--- src/rtl/rrt_pkg.sv ---
`timescale 1ns / 1ps

package rrt_pkg;

	// default sizing
	localparam int unsigned DEF_TABLE_ENTRIES = 16;
	localparam int unsigned DEF_ADDR_BITS     = 32;

	localparam int unsigned REG_W    = 32;
	localparam int unsigned CMD_W    = 2;
	localparam int unsigned STATUS_W = 3;
	localparam int unsigned HELD_W   = 5;

	localparam logic [REG_W-1:0] WIN_LOW_RESET  = 32'h0000_0000;
	localparam logic [REG_W-1:0] WIN_HIGH_RESET = 32'hFFFF_FFFF;

	// register indexes
	localparam logic REG_WIN_LOW  = 1'b0;
	localparam logic REG_WIN_HIGH = 1'b1;

	// commands
	localparam logic [CMD_W-1:0] CMD_REQUEST = 2'd0;
	localparam logic [CMD_W-1:0] CMD_CHECK   = 2'd1;
	localparam logic [CMD_W-1:0] CMD_RELEASE = 2'd2;

	// status codes
	localparam logic [STATUS_W-1:0] ST_OK       = 3'd0;
	localparam logic [STATUS_W-1:0] ST_INVALID  = 3'd1;
	localparam logic [STATUS_W-1:0] ST_BUSY     = 3'd2;
	localparam logic [STATUS_W-1:0] ST_NOTFOUND = 3'd3;
	localparam logic [STATUS_W-1:0] ST_FULL     = 3'd4;

endpackage

--- src/rtl/range_reservation_table_top.sv ---
`timescale 1ns / 1ps

// Range reservation table: holds up to TABLE_ENTRIES non-overlapping address
// ranges, sorted by start, all inside the window [window_low, window_high].
// Input channel (in_valid/in_ready) carries one command word: request, check
// or release, with range_start and range_length. Output channel
// (out_valid/out_ready) returns one word per command: status and the number
// of ranges held afterwards.
// Configuration: cfg_we writes cfg_data to window_low (index 0) or
// window_high (index 1) in the same cycle; write only while the block is idle.
// Timing: one command at a time. A taken word is first checked on its own
// fields; one refused there, or any word on an empty table, goes straight to
// the result (a request on an empty table writes its entry first). Otherwise
// the compare logic walks the table one entry per cycle, then an insert moves
// the entries above the slot up and a release moves those above the match
// down, one per cycle through the single read and write port of the entry
// memory. The longest command is an insert at the front of a table one short
// of full; the next word is taken in the cycle after the result is loaded.
// Reset empties the table and restores the full window. A stalled receiver
// holds the result in the output register; the next command is still taken
// and finishes as far as its own result, which waits for the register to free.

module range_reservation_table_top #(
	parameter int unsigned TABLE_ENTRIES = rrt_pkg::DEF_TABLE_ENTRIES,
	parameter int unsigned ADDR_BITS     = rrt_pkg::DEF_ADDR_BITS
) (
	input  logic                           clk,
	input  logic                           arst_n,
	// configuration
	input  logic                           cfg_we,
	input  logic                           cfg_index,
	input  logic [rrt_pkg::REG_W-1:0]      cfg_data,
	// command words
	input  logic                           in_valid,
	output logic                           in_ready,
	input  logic [rrt_pkg::CMD_W-1:0]      cmd,
	input  logic [rrt_pkg::REG_W-1:0]      range_start,
	input  logic [rrt_pkg::REG_W-1:0]      range_length,
	// result words
	output logic                           out_valid,
	input  logic                           out_ready,
	output logic [rrt_pkg::STATUS_W-1:0]   status,
	output logic [rrt_pkg::HELD_W-1:0]     entries_held
);

	localparam int unsigned AW    = ADDR_BITS;
	localparam int unsigned IW    = (TABLE_ENTRIES > 1) ? $clog2(TABLE_ENTRIES) : 1;
	localparam int unsigned CNT_W = $clog2(TABLE_ENTRIES + 1);
	// compare width wide enough for both addresses and window registers
	localparam int unsigned WW    = AW + rrt_pkg::REG_W;

	localparam logic [CNT_W-1:0] CNT_FULL = CNT_W'(TABLE_ENTRIES);
	localparam logic [CNT_W-1:0] CNT_ONE  = CNT_W'(1);
	localparam logic [IW-1:0]    IDX_ONE  = IW'(1);

	// sequencer states
	localparam logic [2:0] S_IDLE  = 3'd0;
	localparam logic [2:0] S_CHECK = 3'd1;
	localparam logic [2:0] S_SCAN  = 3'd2;
	localparam logic [2:0] S_SHUP  = 3'd3;
	localparam logic [2:0] S_PUT   = 3'd4;
	localparam logic [2:0] S_SHDN  = 3'd5;
	localparam logic [2:0] S_FIN   = 3'd6;

	logic [2:0] state_q, state_d;

	// window registers
	logic [rrt_pkg::REG_W-1:0] win_low_q, win_high_q;

	// command word held for the whole walk
	logic [rrt_pkg::CMD_W-1:0] cmd_q;
	logic [AW-1:0]             start_q, len_q, last_q;

	logic [IW-1:0]    idx_q, idx_d;
	logic [IW-1:0]    sh_idx_q, sh_idx_d;
	logic [CNT_W-1:0] pos_q, pos_d;
	logic [CNT_W-1:0] held_q, held_d;
	logic [rrt_pkg::STATUS_W-1:0] res_q, res_d;

	// entry memory: one read, one write port, registered read data
	logic [AW-1:0] first_mem [TABLE_ENTRIES];
	logic [AW-1:0] last_mem  [TABLE_ENTRIES];
	logic [AW-1:0] rd_first_q, rd_last_q;
	logic [IW-1:0] rd_addr, wr_addr;
	logic          wr_en;
	logic [AW-1:0] wr_first, wr_last;

	// output register
	logic                          out_valid_q;
	logic [rrt_pkg::STATUS_W-1:0]  status_q;
	logic [rrt_pkg::HELD_W-1:0]    held_out_q;
	logic                          out_load;

	// range arithmetic on the held command
	logic [AW:0]   sum;
	logic [AW-1:0] last_c;
	logic          len_bad, win_bad;
	logic          verdict_free;
	logic [CNT_W-1:0] idx_cnt, sh_cnt;
	logic          scan_end, shdn_end;

	assign sum     = {1'b0, start_q} + {1'b0, len_q} - (AW+1)'(1);
	assign last_c  = sum[AW-1:0];
	// zero length, or last address wraps past the address width
	assign len_bad = (len_q == '0) || sum[AW];
	assign win_bad = (WW'(start_q) < WW'(win_low_q)) || (WW'(last_c) > WW'(win_high_q));

	assign idx_cnt  = CNT_W'(idx_q);
	assign sh_cnt   = CNT_W'(sh_idx_q);
	assign scan_end = (idx_cnt == held_q - CNT_ONE);
	assign shdn_end = (sh_cnt == held_q - CNT_ONE);

	assign in_ready = (state_q == S_IDLE);

	always_comb begin
		state_d      = state_q;
		idx_d        = idx_q;
		sh_idx_d     = sh_idx_q;
		pos_d        = pos_q;
		held_d       = held_q;
		res_d        = res_q;
		rd_addr      = idx_q + IDX_ONE;
		wr_en        = 1'b0;
		wr_addr      = sh_idx_q;
		wr_first     = rd_first_q;
		wr_last      = rd_last_q;
		verdict_free = 1'b0;
		out_load     = 1'b0;

		unique case (state_q)
			S_IDLE: begin
				if (in_valid) begin
					state_d = S_CHECK;
				end
			end
			S_CHECK: begin
				// prime the read of entry 0 for the walk
				rd_addr = '0;
				idx_d   = '0;
				unique case (cmd_q) inside
					rrt_pkg::CMD_REQUEST, rrt_pkg::CMD_CHECK: begin
						if (len_bad || win_bad) begin
							res_d   = rrt_pkg::ST_INVALID;
							state_d = S_FIN;
						end else if (held_q == '0) begin
							pos_d        = '0;
							verdict_free = 1'b1;
						end else begin
							state_d = S_SCAN;
						end
					end
					rrt_pkg::CMD_RELEASE: begin
						if (len_bad || (held_q == '0)) begin
							res_d   = rrt_pkg::ST_NOTFOUND;
							state_d = S_FIN;
						end else begin
							state_d = S_SCAN;
						end
					end
					default: begin
						res_d   = rrt_pkg::ST_INVALID;
						state_d = S_FIN;
					end
				endcase
			end
			S_SCAN: begin
				// rd_*_q holds entry idx_q; entry idx_q+1 is being read
				if (cmd_q == rrt_pkg::CMD_RELEASE) begin
					if ((rd_first_q == start_q) && (rd_last_q == last_q)) begin
						if (scan_end) begin
							held_d  = held_q - CNT_ONE;
							res_d   = rrt_pkg::ST_OK;
							state_d = S_FIN;
						end else begin
							sh_idx_d = idx_q + IDX_ONE;
							state_d  = S_SHDN;
						end
					end else if (scan_end) begin
						res_d   = rrt_pkg::ST_NOTFOUND;
						state_d = S_FIN;
					end else begin
						idx_d = idx_q + IDX_ONE;
					end
				end else begin
					if (rd_first_q > last_q) begin
						pos_d        = idx_cnt;
						verdict_free = 1'b1;
					end else if (rd_last_q >= start_q) begin
						res_d   = rrt_pkg::ST_BUSY;
						state_d = S_FIN;
					end else if (scan_end) begin
						pos_d        = held_q;
						verdict_free = 1'b1;
					end else begin
						idx_d = idx_q + IDX_ONE;
					end
				end
			end
			S_SHUP: begin
				// move entry sh_idx_q up one place, walking down to the slot
				rd_addr = sh_idx_q - IDX_ONE;
				wr_en   = 1'b1;
				wr_addr = sh_idx_q + IDX_ONE;
				if (sh_cnt == pos_q) begin
					state_d = S_PUT;
				end else begin
					sh_idx_d = sh_idx_q - IDX_ONE;
				end
			end
			S_PUT: begin
				wr_en    = 1'b1;
				wr_addr  = IW'(pos_q);
				wr_first = start_q;
				wr_last  = last_q;
				held_d   = held_q + CNT_ONE;
				res_d    = rrt_pkg::ST_OK;
				state_d  = S_FIN;
			end
			S_SHDN: begin
				// move entry sh_idx_q down one place over the removed one
				rd_addr = sh_idx_q + IDX_ONE;
				wr_en   = 1'b1;
				wr_addr = sh_idx_q - IDX_ONE;
				if (shdn_end) begin
					held_d  = held_q - CNT_ONE;
					res_d   = rrt_pkg::ST_OK;
					state_d = S_FIN;
				end else begin
					sh_idx_d = sh_idx_q + IDX_ONE;
				end
			end
			S_FIN: begin
				if (!out_valid_q || out_ready) begin
					out_load = 1'b1;
					state_d  = S_IDLE;
				end
			end
			default: begin
				state_d = S_IDLE;
			end
		endcase

		// range is free: full check, then insert for a request or OK for a check
		if (verdict_free) begin
			if (held_q == CNT_FULL) begin
				res_d   = rrt_pkg::ST_FULL;
				state_d = S_FIN;
			end else if (cmd_q == rrt_pkg::CMD_REQUEST) begin
				if (pos_d == held_q) begin
					state_d = S_PUT;
				end else begin
					sh_idx_d = IW'(held_q - CNT_ONE);
					rd_addr  = IW'(held_q - CNT_ONE);
					state_d  = S_SHUP;
				end
			end else begin
				res_d   = rrt_pkg::ST_OK;
				state_d = S_FIN;
			end
		end
	end

	// control state
	always_ff @(posedge clk or negedge arst_n) begin
		if (!arst_n) begin
			state_q     <= S_IDLE;
			held_q      <= '0;
			out_valid_q <= 1'b0;
			win_low_q   <= rrt_pkg::WIN_LOW_RESET;
			win_high_q  <= rrt_pkg::WIN_HIGH_RESET;
		end else begin
			state_q <= state_d;
			held_q  <= held_d;
			if (out_load) begin
				out_valid_q <= 1'b1;
			end else if (out_ready) begin
				out_valid_q <= 1'b0;
			end
			if (cfg_we) begin
				unique case (cfg_index)
					rrt_pkg::REG_WIN_LOW:  win_low_q  <= cfg_data;
					rrt_pkg::REG_WIN_HIGH: win_high_q <= cfg_data;
					default: ;
				endcase
			end
		end
	end

	// working registers
	always_ff @(posedge clk) begin
		idx_q    <= idx_d;
		sh_idx_q <= sh_idx_d;
		pos_q    <= pos_d;
		res_q    <= res_d;
		if (in_valid && in_ready) begin
			cmd_q   <= cmd;
			start_q <= AW'(range_start);
			len_q   <= AW'(range_length);
		end
		if (state_q == S_CHECK) begin
			last_q <= last_c;
		end
		if (out_load) begin
			status_q   <= res_q;
			held_out_q <= rrt_pkg::HELD_W'(held_q);
		end
	end

	// entry memory
	always_ff @(posedge clk) begin
		rd_first_q <= first_mem[rd_addr];
		rd_last_q  <= last_mem[rd_addr];
		if (wr_en) begin
			first_mem[wr_addr] <= wr_first;
			last_mem[wr_addr]  <= wr_last;
		end
	end

	assign out_valid    = out_valid_q;
	assign status       = status_q;
	assign entries_held = held_out_q;

endmodule
--- config.mk ---
export PLATFORM = sky130hd
export DESIGN_NAME = range_reservation_table_top
export DESIGN_NICKNAME = d
export VERILOG_FILES = /design/src/rtl/rrt_pkg.sv /design/src/rtl/range_reservation_table_top.sv
export SDC_FILE = /design/constraint.sdc
export NUM_CORES = 2
export LEC_CHECK = 0
export BUFFER_PORTS_ARGS = -buffer_cell sky130_fd_sc_hd__buf_2
export CORE_AREA = 5 5 322 324
export CTS_BUF_LIST = sky130_fd_sc_hd__clkbuf_8
export DETAILED_ROUTE_END_ITERATION = 7
export DIE_AREA = 0 0 327 329
export GPL_TIMING_DRIVEN = 1
export PLACE_DENSITY = 0.81
export SYNTH_ARGS = -nofsm -noshare
export SYNTH_HDL_FRONTEND = slang
export SYNTH_SLANG_ARGS = --single-unit
--- constraint.sdc ---
create_clock -name clk -period 11 [get_ports clk]
set_input_delay 0.55 -clock clk [delete_from_list [all_inputs] [get_ports clk]]
set_output_delay 0.55 -clock clk [all_outputs]
set_load 0.05 [all_outputs]
==> results.json <==
{
  "synthCells": 3257,
  "crit_arrival_ns": 10.31,
  "avgViaCountPerCell": 6.27,
  "grt-ovfl-total": 0,
  "numPortBuffers": 113,
  "finalWirelength_um": 142000,
  "gp_congestion": 0.927,
  "hold_path_end": "start_q[2]",
  "rsz0062_at_grt": "no",
  "synth.cell_area_mm2": 0.0548,
  "synth-edff-count": 1134,
  "postSynthAreaPerCell_um2": 16.8,
  "cts_resized": 0,
  "clk-insertion-delay-late_ns": 0.88,
  "finalHoldViolCount": 0,
  "drt_first_pass_iters": 5,
  "r2r_slack_ns": 1.42,
  "cts_root_buffer": "clkbuf_8",
  "async_reset_ff_frac": 0.0569,
  "worstSetupStartpointType": "flop",
  "cts.clk_slew.worst_paths_ns": 0.06,
  "ys_types": 81,
  "ios": 114,
  "cts_buffer_depth": 3,
  "synth_top_family_by_area": "multiplexers",
  "ant_nets": 0,
  "relSlewSlack": 0.255,
  "cts_max_level": 4,
  "grt_pass1_wl_um": 208000,
  "required_ns": 11.73,
  "vias": 31869,
  "fmax_ghz": 0.104,
  "dieArea_mm2": 0.108,
  "muxShareOfSynthArea": 0.127,
  "path_buf_inv": 3,
  "finalCritPeriodShare": 0.871,
  "path_delay_family": "compound AO/OA/AOI/OAI gates",
  "first_iter_violations": 3790,
  "final_common_cell": "edfxtp_1",
  "yosys_warnings": 0,
  "nets": 3901,
  "synth_ff_type": "edfxtp_1",
  "hold_class": "in2reg",
  "synth_compound_area_frac": 0.0555,
  "synth-seq-cells": 1283,
  "layout-drive-gt1-share": 0.227,
  "fp-row-count": 117,
  "fin_crit_ns": 9.58,
  "synthSimpleGateAreaFrac": 0.0410,
  "vdd_drop_max_uv": 124,
  "min_from": "range_start[2]",
  "clock_sinks": 1283,
  "synth-xor-area-share": 0.0195,
  "area_growth_pct": 13.3,
  "ff2ff_path_depth": 35,
  "grt_use_total": 0.263,
  "hold_depth": 1,
  "start_util": 0.543,
  "endpoint_kind": "flop",
  "synth_nets": 3558,
  "reg2reg_to": "rd_last_q[4]",
  "crit_fanout": 85,
  "finalPower_w": 0.00938,
  "fin_skew_ns": 0.0454,
  "hpwl_um": 86100,
  "cap_viol_max_count": 0,
  "drc_errors": 0,
  "cts_made_buffers": 196,
  "path_common_cell": "a21oi_1",
  "seq_area_frac_synth": 0.684,
  "crit-reg2reg-launch": "start_q[1]",
  "tightest_slew_ns": 1.12,
  "critPathKind": "reg2reg",
  "die_h_um": 329,
  "grt_max_degree": 86,
  "finalSetupViolCount": 0,
  "post_drt_wl_per_cell_um": 28.0,
  "slew_viol_final": 0,
  "final_cell_mix": "1134 x edfxtp_1, 327 x inv_1, 252 x mux4_2",
  "p_per_area_mw_per_mm2": 151,
  "grt_pass1_vias": 31923,
  "total_leakage_power_nw": 24.7,
  "cts_tree": "yes",
  "die_w_um": 327,
  "max_stage_delay_ns": 0.57,
  "crit_slowest_cell": "mux2i_4",
  "totalNegativeSetupSlack_ns": 0,
  "grt_antenna_before_repair": 3,
  "core_area_mm2": 0.101,
  "synth_fa_ha_area_frac": 0.0452,
  "outcome": "finished, final reports clean"
}
[power breakdown]
part           leakage (nW)  internal, W  switching (W)
Sequential             13.4      0.00527      0.0000158
Combinational          9.04    0.0000921      0.0000931
Clock                  2.29      0.00203        0.00187
Total                  24.7      0.00739        0.00198
[worst register-to-register path, delay by kind of cell, from the launching register on]
family / cells / cell delay (ns)
flops: 1 / 0.47
fa+ha+maj: 4 / 1.26
buf+inv: 3 / 0.56
compound gates: 16 / 3.81
simple gates: 7 / 1.60
xor+xnor: 1 / 0.15
mux: 4 / 1.59
[repair_timing]
item	4_1_cts	5_1_grt
endpoints found under the setup margin	0	0
setup buffers	0	0
endpoints found under the hold margin	171	0
hold buffers	99	0
[cells in the mapped netlist, drive strengths merged (9+ instances only)]
cell,n,share of area
inv,247,0.017
a21o,33,0.0045
buf,82,0.0078
edfxtp,1134,0.62
dfstp,32,0.015
nor2b,15,0.0017
xnor2,38,0.0064
ha,196,0.045
mux2i,12,0.0022
dfxtp,76,0.028
nand2b,23,0.0026
o211ai,14,0.0019
a21oi,93,0.0087
nand3,21,0.0020
clkbuf,44,0.0030
nor3,20,0.0019
mux4,252,0.10
xor2,82,0.013
o22ai,9,0.0010
a22oi,127,0.017
and3,11,0.0013
nand2,181,0.012
and2,13,0.0015
a211oi,10,0.0014
dfrtp,41,0.019
nand4,34,0.0039
mux2,104,0.021
o21ai,93,0.0085
nor2,86,0.0059
nor4,30,0.0037
[cell families after synthesis]
kind of cell	Yosys count
XOR/XNOR	120
AO/OA/AOI/OAI	453
adder cells (fa/ha/maj)	197
buffers and inverters	373
multiplexers	368
flip-flops	1283
AND/OR/NAND/NOR	463
[metal layers]
metal / GRT usage / share of wire / vias up
met2: 0.418 / 0.47 / 1953
met3: 0.0678 / 0.11 / 323
met1: 0.354 / 0.38 / 16115
li1: - / - / 13474
met4: 0.102 / 0.040 / 4
met5: 0 / 0.00022 / -
[metrics by stage]
| stage | worst slack [ns] | hold slack [ns] | cells | instance area [um^2] | utilization |
|---|---|---|---|---|---|
| global route | 0.698 | 0.0156 | 5079 | 62100 | 0.615 |
| global placement | 1.82 | 0.424 | 4612 | 57100 | 0.566 |
| CTS | 1.50 | 0.00690 | 5078 | 62000 | 0.615 |
| finish | 1.42 | 0.0639 | 5080 | 62100 | 0.615 |
| floorplan | 3.03 | 0.254 | 3257 | 54800 | - |
| detailed placement | 1.55 | 0.429 | 4612 | 57100 | 0.566 |
[area by class of cell]
cell class | count | area, um^2
antenna | 2 | 5.00
clock buffer | 215 | 2960
clock inverter | 152 | 965
fill | 6770 | 38800
inverter | 247 | 927
multi-input combinational | 1601 | 16000
sequential | 1283 | 37400
tap | 1309 | 1640
timing repair buffer | 271 | 2150
[sequential cells by signal, summed over array words and instances (netlist names), 32 cells and up]
signal      cells
last_mem      512
start_q        32
first_mem     512
rd_last_q      32
last_q         32
rd_first_q     32
len_q          32
win_low_q      32
win_high_q     32
[how the worst max path moves through the flow]
stage               startpoint        endpoint  slack (ns)  depth (start not counted)
global route        start_q[1]    rd_last_q[1]        0.70                         35
CTS                 start_q[1]    rd_last_q[8]        1.50                         35
floorplan           start_q[1]  rd_first_q[17]        3.03                         35
detailed placement  start_q[1]   rd_last_q[14]        1.55                         35
finish              start_q[1]    rd_last_q[4]        1.42                         35
global placement    start_q[1]    rd_last_q[7]        1.82                         34
No activity file was read; power rests on OpenSTA's default activity.
